### src/design/gzhp_pkg.sv
// ----------------------------------------------------------------------------
// gzhp_pkg
// Codes and types shared by the gzip member header parser.
// ----------------------------------------------------------------------------
package gzhp_pkg;

  // parse phase codes
  localparam logic [3:0] PH_MAGIC1  = 4'd0;
  localparam logic [3:0] PH_MAGIC2  = 4'd1;
  localparam logic [3:0] PH_METHOD  = 4'd2;
  localparam logic [3:0] PH_FLAGS   = 4'd3;
  localparam logic [3:0] PH_MTIME   = 4'd4;
  localparam logic [3:0] PH_XFL     = 4'd5;
  localparam logic [3:0] PH_OS      = 4'd6;
  localparam logic [3:0] PH_XLEN    = 4'd7;
  localparam logic [3:0] PH_EXTRA   = 4'd8;
  localparam logic [3:0] PH_NAME    = 4'd9;
  localparam logic [3:0] PH_COMMENT = 4'd10;
  localparam logic [3:0] PH_HCRC    = 4'd11;
  localparam logic [3:0] PH_PAYLOAD = 4'd12;
  localparam logic [3:0] PH_FAILED  = 4'd13;

  // result status codes
  localparam logic [2:0] ST_HEADER     = 3'd0;
  localparam logic [2:0] ST_DONE       = 3'd1;
  localparam logic [2:0] ST_PAYLOAD    = 3'd2;
  localparam logic [2:0] ST_BAD_MAGIC  = 3'd3;
  localparam logic [2:0] ST_BAD_METHOD = 3'd4;
  localparam logic [2:0] ST_RESERVED   = 3'd5;
  localparam logic [2:0] ST_TRUNCATED  = 3'd6;

  // stream constants
  localparam logic [7:0] MAGIC1_BYTE   = 8'h1f;
  localparam logic [7:0] MAGIC2_BYTE   = 8'h8b;
  localparam logic [7:0] METHOD_DEFL   = 8'h08;
  localparam logic [7:0] FLAG_HCRC     = 8'h02;
  localparam logic [7:0] FLAG_EXTRA    = 8'h04;
  localparam logic [7:0] FLAG_NAME     = 8'h08;
  localparam logic [7:0] FLAG_COMMENT  = 8'h10;
  localparam logic [7:0] FLAG_RESERVED = 8'he0;

  // outcome of moving to the next optional header section
  typedef struct packed {
    logic [3:0] phase;
    logic [2:0] status;
  } adv_t;

  // first optional section at or after 'from' that the flags ask for
  function automatic adv_t next_section(input logic [3:0] from, input logic [7:0] flags);
    adv_t a;
    a.phase  = PH_PAYLOAD;
    a.status = ST_DONE;
    if (from <= PH_XLEN && (flags & FLAG_EXTRA) != 8'd0) begin
      a.phase  = PH_XLEN;
      a.status = ST_HEADER;
    end else if (from <= PH_NAME && (flags & FLAG_NAME) != 8'd0) begin
      a.phase  = PH_NAME;
      a.status = ST_HEADER;
    end else if (from <= PH_COMMENT && (flags & FLAG_COMMENT) != 8'd0) begin
      a.phase  = PH_COMMENT;
      a.status = ST_HEADER;
    end else if (from <= PH_HCRC && (flags & FLAG_HCRC) != 8'd0) begin
      a.phase  = PH_HCRC;
      a.status = ST_HEADER;
    end
    return a;
  endfunction

endpackage

### src/design/gzip_header_parser.sv
// ----------------------------------------------------------------------------
// gzip_header_parser
// Parses a gzip member header one byte per request and passes payload through.
// ----------------------------------------------------------------------------
// Each input request carries one stream byte (in_tdata) or an end-of-stream
// flag (in_tuser) and yields exactly one result request in the next cycle.
// The block takes one request per clock cycle; the only limit is the single
// output register, which is refilled in the same cycle it is emptied, so
// in_tready follows out_tready combinationally when a result is held.
// The result status rides on out_tuser; the captured header fields are shown
// on out_tdata and are meaningful once status "header done" has been seen.
// An error (bad magic, bad method, reserved flag, truncation) is sticky until
// reset: every later request answers with that error code.
// ----------------------------------------------------------------------------
module gzip_header_parser (
  input  logic        clk,
  input  logic        rst_n,
  input  logic        in_tvalid,
  output logic        in_tready,
  input  logic [7:0]  in_tdata,   // [7:0] stream_byte
  input  logic        in_tuser,   // [0] end_mark
  output logic        out_tvalid,
  input  logic        out_tready,
  output logic [63:0] out_tdata,  // [7:0] payload_byte, [15:8] header_flags,
                                  // [47:16] modify_time, [55:48] extra_flags,
                                  // [63:56] os_code
  output logic [2:0]  out_tuser   // [2:0] status
);
  import gzhp_pkg::*;

  logic [3:0]  phase_r, phase_nxt;
  logic [1:0]  byte_index_r, byte_index_nxt;
  logic [15:0] extra_left_r, extra_left_nxt;
  logic [7:0]  flags_r, flags_nxt;
  logic [31:0] time_r, time_nxt;
  logic [7:0]  xfl_r, xfl_nxt;
  logic [7:0]  os_r, os_nxt;
  logic [2:0]  error_r, error_nxt;

  logic        out_valid_r;
  logic [2:0]  status_r, status_nxt;
  logic [7:0]  pay_r, pay_nxt;

  logic        accept;
  logic [7:0]  b;
  logic [15:0] extra_dec;
  adv_t        adv;

  assign in_tready = !out_valid_r || out_tready;
  assign accept    = in_tvalid && in_tready;
  assign b         = in_tdata;
  assign extra_dec = extra_left_r - 16'd1;

  // per-byte header and payload step
  always_comb begin
    phase_nxt      = phase_r;
    byte_index_nxt = byte_index_r;
    extra_left_nxt = extra_left_r;
    flags_nxt      = flags_r;
    time_nxt       = time_r;
    xfl_nxt        = xfl_r;
    os_nxt         = os_r;
    error_nxt      = error_r;
    status_nxt     = ST_HEADER;
    pay_nxt        = 8'd0;
    adv            = next_section(PH_XLEN, flags_r);

    if (phase_r >= PH_FAILED) begin
      phase_nxt  = PH_FAILED;
      status_nxt = error_r;
    end else if (in_tuser) begin
      if (phase_r == PH_PAYLOAD) begin
        status_nxt = ST_DONE;
      end else begin
        phase_nxt  = PH_FAILED;
        error_nxt  = ST_TRUNCATED;
        status_nxt = ST_TRUNCATED;
      end
    end else begin
      case (phase_r)
        PH_MAGIC1: begin
          if (b != MAGIC1_BYTE) begin
            phase_nxt  = PH_FAILED;
            error_nxt  = ST_BAD_MAGIC;
            status_nxt = ST_BAD_MAGIC;
          end else begin
            phase_nxt = PH_MAGIC2;
          end
        end
        PH_MAGIC2: begin
          if (b != MAGIC2_BYTE) begin
            phase_nxt  = PH_FAILED;
            error_nxt  = ST_BAD_MAGIC;
            status_nxt = ST_BAD_MAGIC;
          end else begin
            phase_nxt = PH_METHOD;
          end
        end
        PH_METHOD: begin
          if (b != METHOD_DEFL) begin
            phase_nxt  = PH_FAILED;
            error_nxt  = ST_BAD_METHOD;
            status_nxt = ST_BAD_METHOD;
          end else begin
            phase_nxt = PH_FLAGS;
          end
        end
        PH_FLAGS: begin
          flags_nxt = b;
          if ((b & FLAG_RESERVED) != 8'd0) begin
            phase_nxt  = PH_FAILED;
            error_nxt  = ST_RESERVED;
            status_nxt = ST_RESERVED;
          end else begin
            phase_nxt      = PH_MTIME;
            byte_index_nxt = 2'd0;
          end
        end
        PH_MTIME: begin
          // little-endian assembly, one byte lane per index
          case (byte_index_r)
            2'd0:    time_nxt = time_r | {24'd0, b};
            2'd1:    time_nxt = time_r | {16'd0, b, 8'd0};
            2'd2:    time_nxt = time_r | {8'd0, b, 16'd0};
            default: time_nxt = time_r | {b, 24'd0};
          endcase
          byte_index_nxt = byte_index_r + 2'd1;
          if (byte_index_r == 2'd3) begin
            phase_nxt = PH_XFL;
          end
        end
        PH_XFL: begin
          xfl_nxt   = b;
          phase_nxt = PH_OS;
        end
        PH_OS: begin
          os_nxt         = b;
          adv            = next_section(PH_XLEN, flags_r);
          phase_nxt      = adv.phase;
          status_nxt     = adv.status;
          byte_index_nxt = 2'd0;
        end
        PH_XLEN: begin
          if (byte_index_r == 2'd0) begin
            extra_left_nxt = {8'd0, b};
            byte_index_nxt = 2'd1;
          end else begin
            extra_left_nxt = {b, extra_left_r[7:0]};
            byte_index_nxt = 2'd0;
            if ({b, extra_left_r[7:0]} == 16'd0) begin
              adv        = next_section(PH_NAME, flags_r);
              phase_nxt  = adv.phase;
              status_nxt = adv.status;
            end else begin
              phase_nxt = PH_EXTRA;
            end
          end
        end
        PH_EXTRA: begin
          extra_left_nxt = extra_dec;
          if (extra_dec == 16'd0) begin
            adv            = next_section(PH_NAME, flags_r);
            phase_nxt      = adv.phase;
            status_nxt     = adv.status;
            byte_index_nxt = 2'd0;
          end
        end
        PH_NAME: begin
          if (b == 8'd0) begin
            adv            = next_section(PH_COMMENT, flags_r);
            phase_nxt      = adv.phase;
            status_nxt     = adv.status;
            byte_index_nxt = 2'd0;
          end
        end
        PH_COMMENT: begin
          if (b == 8'd0) begin
            adv            = next_section(PH_HCRC, flags_r);
            phase_nxt      = adv.phase;
            status_nxt     = adv.status;
            byte_index_nxt = 2'd0;
          end
        end
        PH_HCRC: begin
          if (byte_index_r == 2'd0) begin
            byte_index_nxt = 2'd1;
          end else begin
            byte_index_nxt = 2'd0;
            phase_nxt      = PH_PAYLOAD;
            status_nxt     = ST_DONE;
          end
        end
        default: begin
          status_nxt = ST_PAYLOAD;
          pay_nxt    = b;
        end
      endcase
    end
  end

  // parser state
  always_ff @(posedge clk) begin
    if (!rst_n) begin
      phase_r      <= PH_MAGIC1;
      byte_index_r <= 2'd0;
      extra_left_r <= 16'd0;
      flags_r      <= 8'd0;
      time_r       <= 32'd0;
      xfl_r        <= 8'd0;
      os_r         <= 8'd0;
      error_r      <= ST_HEADER;
    end else if (accept) begin
      phase_r      <= phase_nxt;
      byte_index_r <= byte_index_nxt;
      extra_left_r <= extra_left_nxt;
      flags_r      <= flags_nxt;
      time_r       <= time_nxt;
      xfl_r        <= xfl_nxt;
      os_r         <= os_nxt;
      error_r      <= error_nxt;
    end
  end

  // output register valid
  always_ff @(posedge clk) begin
    if (!rst_n) begin
      out_valid_r <= 1'b0;
    end else if (accept) begin
      out_valid_r <= 1'b1;
    end else if (out_tready) begin
      out_valid_r <= 1'b0;
    end
  end

  // output register payload
  always_ff @(posedge clk) begin
    if (accept) begin
      status_r <= status_nxt;
      pay_r    <= pay_nxt;
    end
  end

  assign out_tvalid = out_valid_r;
  assign out_tuser  = status_r;
  assign out_tdata  = {os_r, xfl_r, time_r, flags_r, pay_r};

`ifndef SYNTHESIS
  // once failed, the parser stays failed
  a_fail_sticky: assert property (@(posedge clk) disable iff (!rst_n)
    phase_r == PH_FAILED |=> phase_r == PH_FAILED)
    else $error("parser left the failed phase");

  // an error result is only shown with the parser in the failed phase
  a_err_phase: assert property (@(posedge clk) disable iff (!rst_n)
    (out_tvalid && (out_tuser == ST_BAD_MAGIC || out_tuser == ST_BAD_METHOD ||
     out_tuser == ST_RESERVED || out_tuser == ST_TRUNCATED)) |-> phase_r == PH_FAILED)
    else $error("error result without failed phase");

  // payload results only once the header has ended
  a_pay_phase: assert property (@(posedge clk) disable iff (!rst_n)
    (out_tvalid && out_tuser == ST_PAYLOAD) |-> phase_r == PH_PAYLOAD)
    else $error("payload result outside payload phase");

  // the byte index reaches two and three only inside the time field, or
  // when a truncation inside the time field parked the parser
  a_index_range: assert property (@(posedge clk) disable iff (!rst_n)
    (phase_r != PH_MTIME && phase_r != PH_FAILED) |-> byte_index_r[1] == 1'b0)
    else $error("byte index out of range");
`endif

endmodule
### config.mk
export PLATFORM = sky130hd
export DESIGN_NAME = gzip_header_parser
export DESIGN_NICKNAME = d
export VERILOG_FILES = /design/src/design/gzhp_pkg.sv /design/src/design/gzip_header_parser.sv
export SDC_FILE = /design/constraint.sdc
export NUM_CORES = 1
export LEC_CHECK = 0
export BUFFER_PORTS_ARGS = -buffer_cell sky130_fd_sc_hd__buf_2
export CORE_MARGIN = 4
export CORE_UTILIZATION = 45
export CTS_CLUSTER_SIZE = 24
export DETAILED_ROUTE_END_ITERATION = 6
export PLACE_DENSITY = 0.66
export SLEW_MARGIN = 0
export SYNTH_ARGS = -nofsm -noshare
export SYNTH_HDL_FRONTEND = slang
export SYNTH_SLANG_ARGS = --single-unit
### constraint.sdc
create_clock -name clk -period 3.6 [get_ports clk]
set_input_delay 0.36 -clock clk [delete_from_list [all_inputs] [get_ports clk]]
set_output_delay 0.36 -clock clk [all_outputs]
set_load 0.1 [all_outputs]
**After elaboration in Yosys (flattened, before gate mapping)**

Index checks and enable logic that the tools add are counted.

- Order comparisons: 1
- Bitwise operators: 6
- Muxes and demuxes: 50
- Eq/ne operators: 34
- Reduce and logical (&&, ||, !) cells: 27
- Add/sub/neg operators: 2

Operator list:

| operator | count |
|---|---|
| one-hot mux 32 bit (3 select lines) | 1 |
| 2-to-1 mux 4 bit | 14 |
| 2-to-1 mux 3 bit | 16 |
| one-hot mux 4 bit (12 select lines) | 1 |
| one-hot mux 3 bit (11 select lines) | 1 |
| logical NOT 16 bit | 2 |
| bitwise OR 32 x 16 -> 32 bit | 1 |
| bitwise OR 32 x 24 -> 32 bit | 1 |
| bitwise OR 32 bit | 1 |
| bitwise OR 32 x 8 -> 32 bit | 1 |
| one-hot mux 16 bit (2 select lines) | 1 |
| != test 4 bit, second input constant | 6 |
| 2-to-1 mux 7 bit | 3 |
| equality test 4 bit, second input constant | 5 |
| AND reduction 4 bit | 5 |
| equality test 4 x 3 -> 1 bit, second input constant | 4 |
| 2-to-1 mux 16 bit | 1 |
| subtractor 16 x 1 -> 16 bit, second input constant | 1 |
| != test 3 bit, second input constant | 5 |
| nonzero test 14 bit | 1 |
| OR reduction 14 bit | 1 |
| one-hot mux 2 bit (6 select lines) | 1 |
| one-hot mux 3 bit (4 select lines) | 1 |
| 2-to-1 mux 2 bit | 5 |
| 29 further kinds | 41 |

- Bits of input ports: 13
- Register bits after elaboration: 93

**Logic depth before layout (Yosys ltp)**

- Depth after elaboration: 8
- Gate-level depth with buffers: 9

**Worst setup path after synthesis**

Ideal clock, no wire load.

- Path kind: register to register
- From: register out_valid_r, in the netlist out_tvalid
- To: register phase_r[3]
- Data required time: 3481 ps
- Stages on the path, launching flop included: 8
- Path buffers: 0
- Path slack: 403 ps
- Arrival: 3078 ps
- Setup time: 119 ps
- Path through: dfxtp_1 nand2b_1 nand2_1 inv_1 o21ai_0 o32ai_1 o21a_2 o221a_1

- Word-level cells in the longest chain between the ends: 4

Ends and longest elaborated chain:

| element | RTL line | text |
|---|---|---|
| start: declaration | gzip_header_parser.sv:40 | `logic out_valid_r;` |
| start signal: assignment | gzip_header_parser.sv:227 | `out_valid_r <= 1'b0;` |
| start signal: assignment | gzip_header_parser.sv:229 | `out_valid_r <= 1'b1;` |
| start signal: assignment | gzip_header_parser.sv:231 | `out_valid_r <= 1'b0;` |
| logical NOT 1 bit | gzip_header_parser.sv:49 | `assign in_tready = !out_valid_r \|\| out_tready;` |
| logical OR 1 bit | gzip_header_parser.sv:49 |  |
| named net in_tready | gzip_header_parser.sv:19 | `output logic in_tready,` |
| logical AND 1 bit | gzip_header_parser.sv:50 | `assign accept = in_tvalid && in_tready;` |
| named net accept | gzip_header_parser.sv:44 | `logic accept;` |
| AND reduction 9 bit (no line) | -- |  |
| end signal: assignment | gzip_header_parser.sv:213 | `phase_r <= phase_nxt;` |
| end: declaration | gzip_header_parser.sv:31 | `logic [3:0] phase_r, phase_nxt;` |

The timed path passes the listed nets, and every way through them passes these cells.
A chain may end at the register's enable or synchronous reset.

**Worst setup path after layout**

- From: register phase_r[2]
- To: register time_r[29]

- Word-level cells in the longest chain between the ends: 3

Ends and longest elaborated chain:

| element | RTL line | text |
|---|---|---|
| >= comparator 4 bit | gzip_header_parser.sv:68 | `if (phase_r >= PH_FAILED) begin` |
| inverter 1 bit (no line) | -- |  |
| AND reduction 4 bit (no line) * | -- |  |
| end signal: assignment | gzip_header_parser.sv:217 | `time_r <= time_nxt;` |
| end: declaration | gzip_header_parser.sv:35 | `logic [31:0] time_r, time_nxt;` |

Every way passes the cells marked *; elsewhere a longest branch is shown, timed or not.

==> impl_metrics.toml <==
[hold_path]
hold_class = "in -> reg"
holdPathStages = 3
hold-path-endpoint = "out_tvalid"
min_from = "in_tvalid"

[place]
dp_hpwl_um = 9780
placedInstanceArea_um2 = 5280
gp_congestion = 0.975
io_buffers = 81

[routing]
wl_per_cell_um = 18.7
drtIter0Drc = 261
post-route-drc-count = 0
wl_um = 14400
vias_per_cell = 5.98
num_vias = 4600
drtPass1Iterations = 4
ant_nets = 0

[timing]
period_minus_slack_ns = 2.98
setup_viol_count_final = 0
hold_viol_final = 0
max_freq_mhz = 335
slew_violations = 0
fin_crit_sh = 0.829
fin_tns_setup_ns = 0
maxSlewHeadroom = 0.456
rsz0062_at_grt = "no"
skew_ns = 0.0119
tightest_slew_ns = 0.811

[setup_path]
r2r_slack_ns = 0.62
ff2ff_path_depth = 6
critPathKind = "reg -> reg"
crit_chain = "nor4b_2 -> nand4_1 -> nor4_2 -> inv_1 -> o21ai_2 -> nor2_1"
timing.rr.start = "phase_r[2]"
worstPathRequired_ns = 3.85
slowest_delay_ns = 0.74
crit_slowest_cell = "dfxtp_1"
path_max_fanout = 17
cp_data_arrival_time_ns = 3.23
endpoint_kind = "register"
r2r_end = "time_r[29]"
start_kind = "register"

[clocking]
post_cts_buffers = 0
clk_pin_slew_worst_paths_ns = 0.09
cts.sinks = 93
cts_resized = 0
hold_buffers = 0
cts_buffer_depth = 2
clk_latency_ns = 0.37
cts-root-buf = "clkbuf_8"
cts_tree = "done"
htree_levels = 3
cts_made_buffers = 9

[synthesis]
syn_area_per_cell_um2 = 8.45
ys.flop_type = "dfxtp_1"
synth.area.top_cells = "dfxtp_1, edfxtp_1, a21oi_1, nor2_1, mux2i_1"
synth_largest_area_cell = "dfxtp_1"
postSynthCellCount = 570
ys_seq_elements = 93
synth_area_um2 = 4820
synthTopCellsByCount = "dfxtp_1, nor2_1, a21oi_1"
yosys.cell_types.count = 75
yosys.area.top_type_share = 0.341
synth-edff-count = 11
yosys_warnings = 0
syn_nets = 591
seq_area_frac_synth = 0.409
yosysMostFrequentCell = "dfxtp_1"
synthArstFlopShare = 0

[global_routing]
grt_max_degree = 40
grt_pass1_wl_um = 23300
overflow = 0
antenna_found_initial = 0
grt_pass1_vias = 4454
grt_usage = 0.227

[final_layout]
fin_nets = 650
syn2layout_area_growth_pct = 14.4
drive_above_1_share = 0.197
n_fill_cell = 1009
antenna_cells = 0
final_area_um2 = 5510

[die]
die_y_um = 111
initial_core_util = 0.465
num_io_pins = 82
die_x_um = 111
die-area_um2 = 12400
rows = 37
coreArea_um2 = 10400

[power]
p_leak_nw = 2.26
ir_worst_vdd_mv = 0.238
power_density_nw_per_um2 = 470

[run]
max_cap_violations = 0

[status]
status = "finished, final reports clean"
[cell usage in the layout, fill, tap and decap left out, drive strengths merged, types with 10 or more instances in the layout]
cell     n
nor3    16
a21oi   62
clkbuf  10
nor2b   23
nand2   36
buf     86
inv     17
nor4    10
dfxtp   82
nand3   10
nor2    80
and2    13
mux2i   25
edfxtp  11
or3     10
o21ai   28
[layer usage]
metal,global-route usage,part of all wire,vias up
met1,0.310,0.45,2178
met3,0.0462,0.072,30
met5,0,0,-
met4,0.0811,0.029,0
li1,-,-,2190
met2,0.359,0.45,202
[metrics by stage]
step / util / hold slack (ns) / instances / setup slack, ns / power, W
global route: 0.531 / 0.284 / 769 / 0.447 / 0.00271
global placement: 0.509 / 0.443 / 754 / 0.836 / 0.00178
finish: 0.531 / 0.286 / 769 / 0.616 / 0.00259
floorplan: - / 0.451 / 570 / 0.403 / 0.00164
detailed placement: 0.509 / 0.453 / 754 / 0.739 / 0.00178
CTS: 0.531 / 0.278 / 769 / 0.735 / 0.00259
[power breakdown]
group / switching, W / internal (W)
Combinational: 0.000436 / 0.000185
Sequential: 0.0000633 / 0.00108
Clock: 0.000385 / 0.000437
Total: 0.000884 / 0.00171
[registers in the layout, summed over array words and instances, names as in the netlist]
name          flops
time_r           32
extra_left_r     16
flags_r           8
os_r              8
pay_r             8
xfl_r             8
phase_r           4
error_r           3
out_tuser         3
byte_index_r      2
out_tvalid        1
[worst max path at each step]
stage                          start    endpoint  slack, ns  depth (start not counted)
final                     phase_r[2]  time_r[29]       0.62                          6
after CTS                 phase_r[2]  time_r[29]       0.74                          6
after global placement    phase_r[2]  time_r[24]       0.84                          6
after detailed placement  phase_r[2]  time_r[28]       0.74                          6
after floorplan           out_tvalid  phase_r[3]       0.40                          7
after global routing      phase_r[2]  time_r[28]       0.45                          6
[area by class of cell]
type                            instances  area, µm²  share of cell area
Clock buffer                           10        149              0.0270
Clock inverter                          5       86.3              0.0157
Inverter                               15       56.3              0.0102
Multi-Input combinational cell        424       2640               0.478
Sequential cell                        93       1970               0.358
Tap cell                              136        170              0.0309
Timing Repair Buffer                   86        443              0.0804
[kinds of logic after synthesis]
| group | share of synthesized area |
|---|---|
| XOR/XNOR | 0.00182 |
| AND/OR/NAND/NOR | 0.247 |
| adder cells (fa/ha/maj) | 0.0208 |
| AO/OA/AOI/OAI | 0.226 |
| multiplexers | 0.0519 |
| buffers and inverters | 0.0439 |
| flip-flops | 0.409 |
[worst max-delay path: cells and delay by family (launching register included)]
kind	cells	cell delay, ns
buffers and inverters	1	0.12
and+or+nand+nor	4	1.67
AOI/OAI and AO/OA	1	0.33
DFF	1	0.74
No activity file was read; power rests on OpenSTA's default activity.
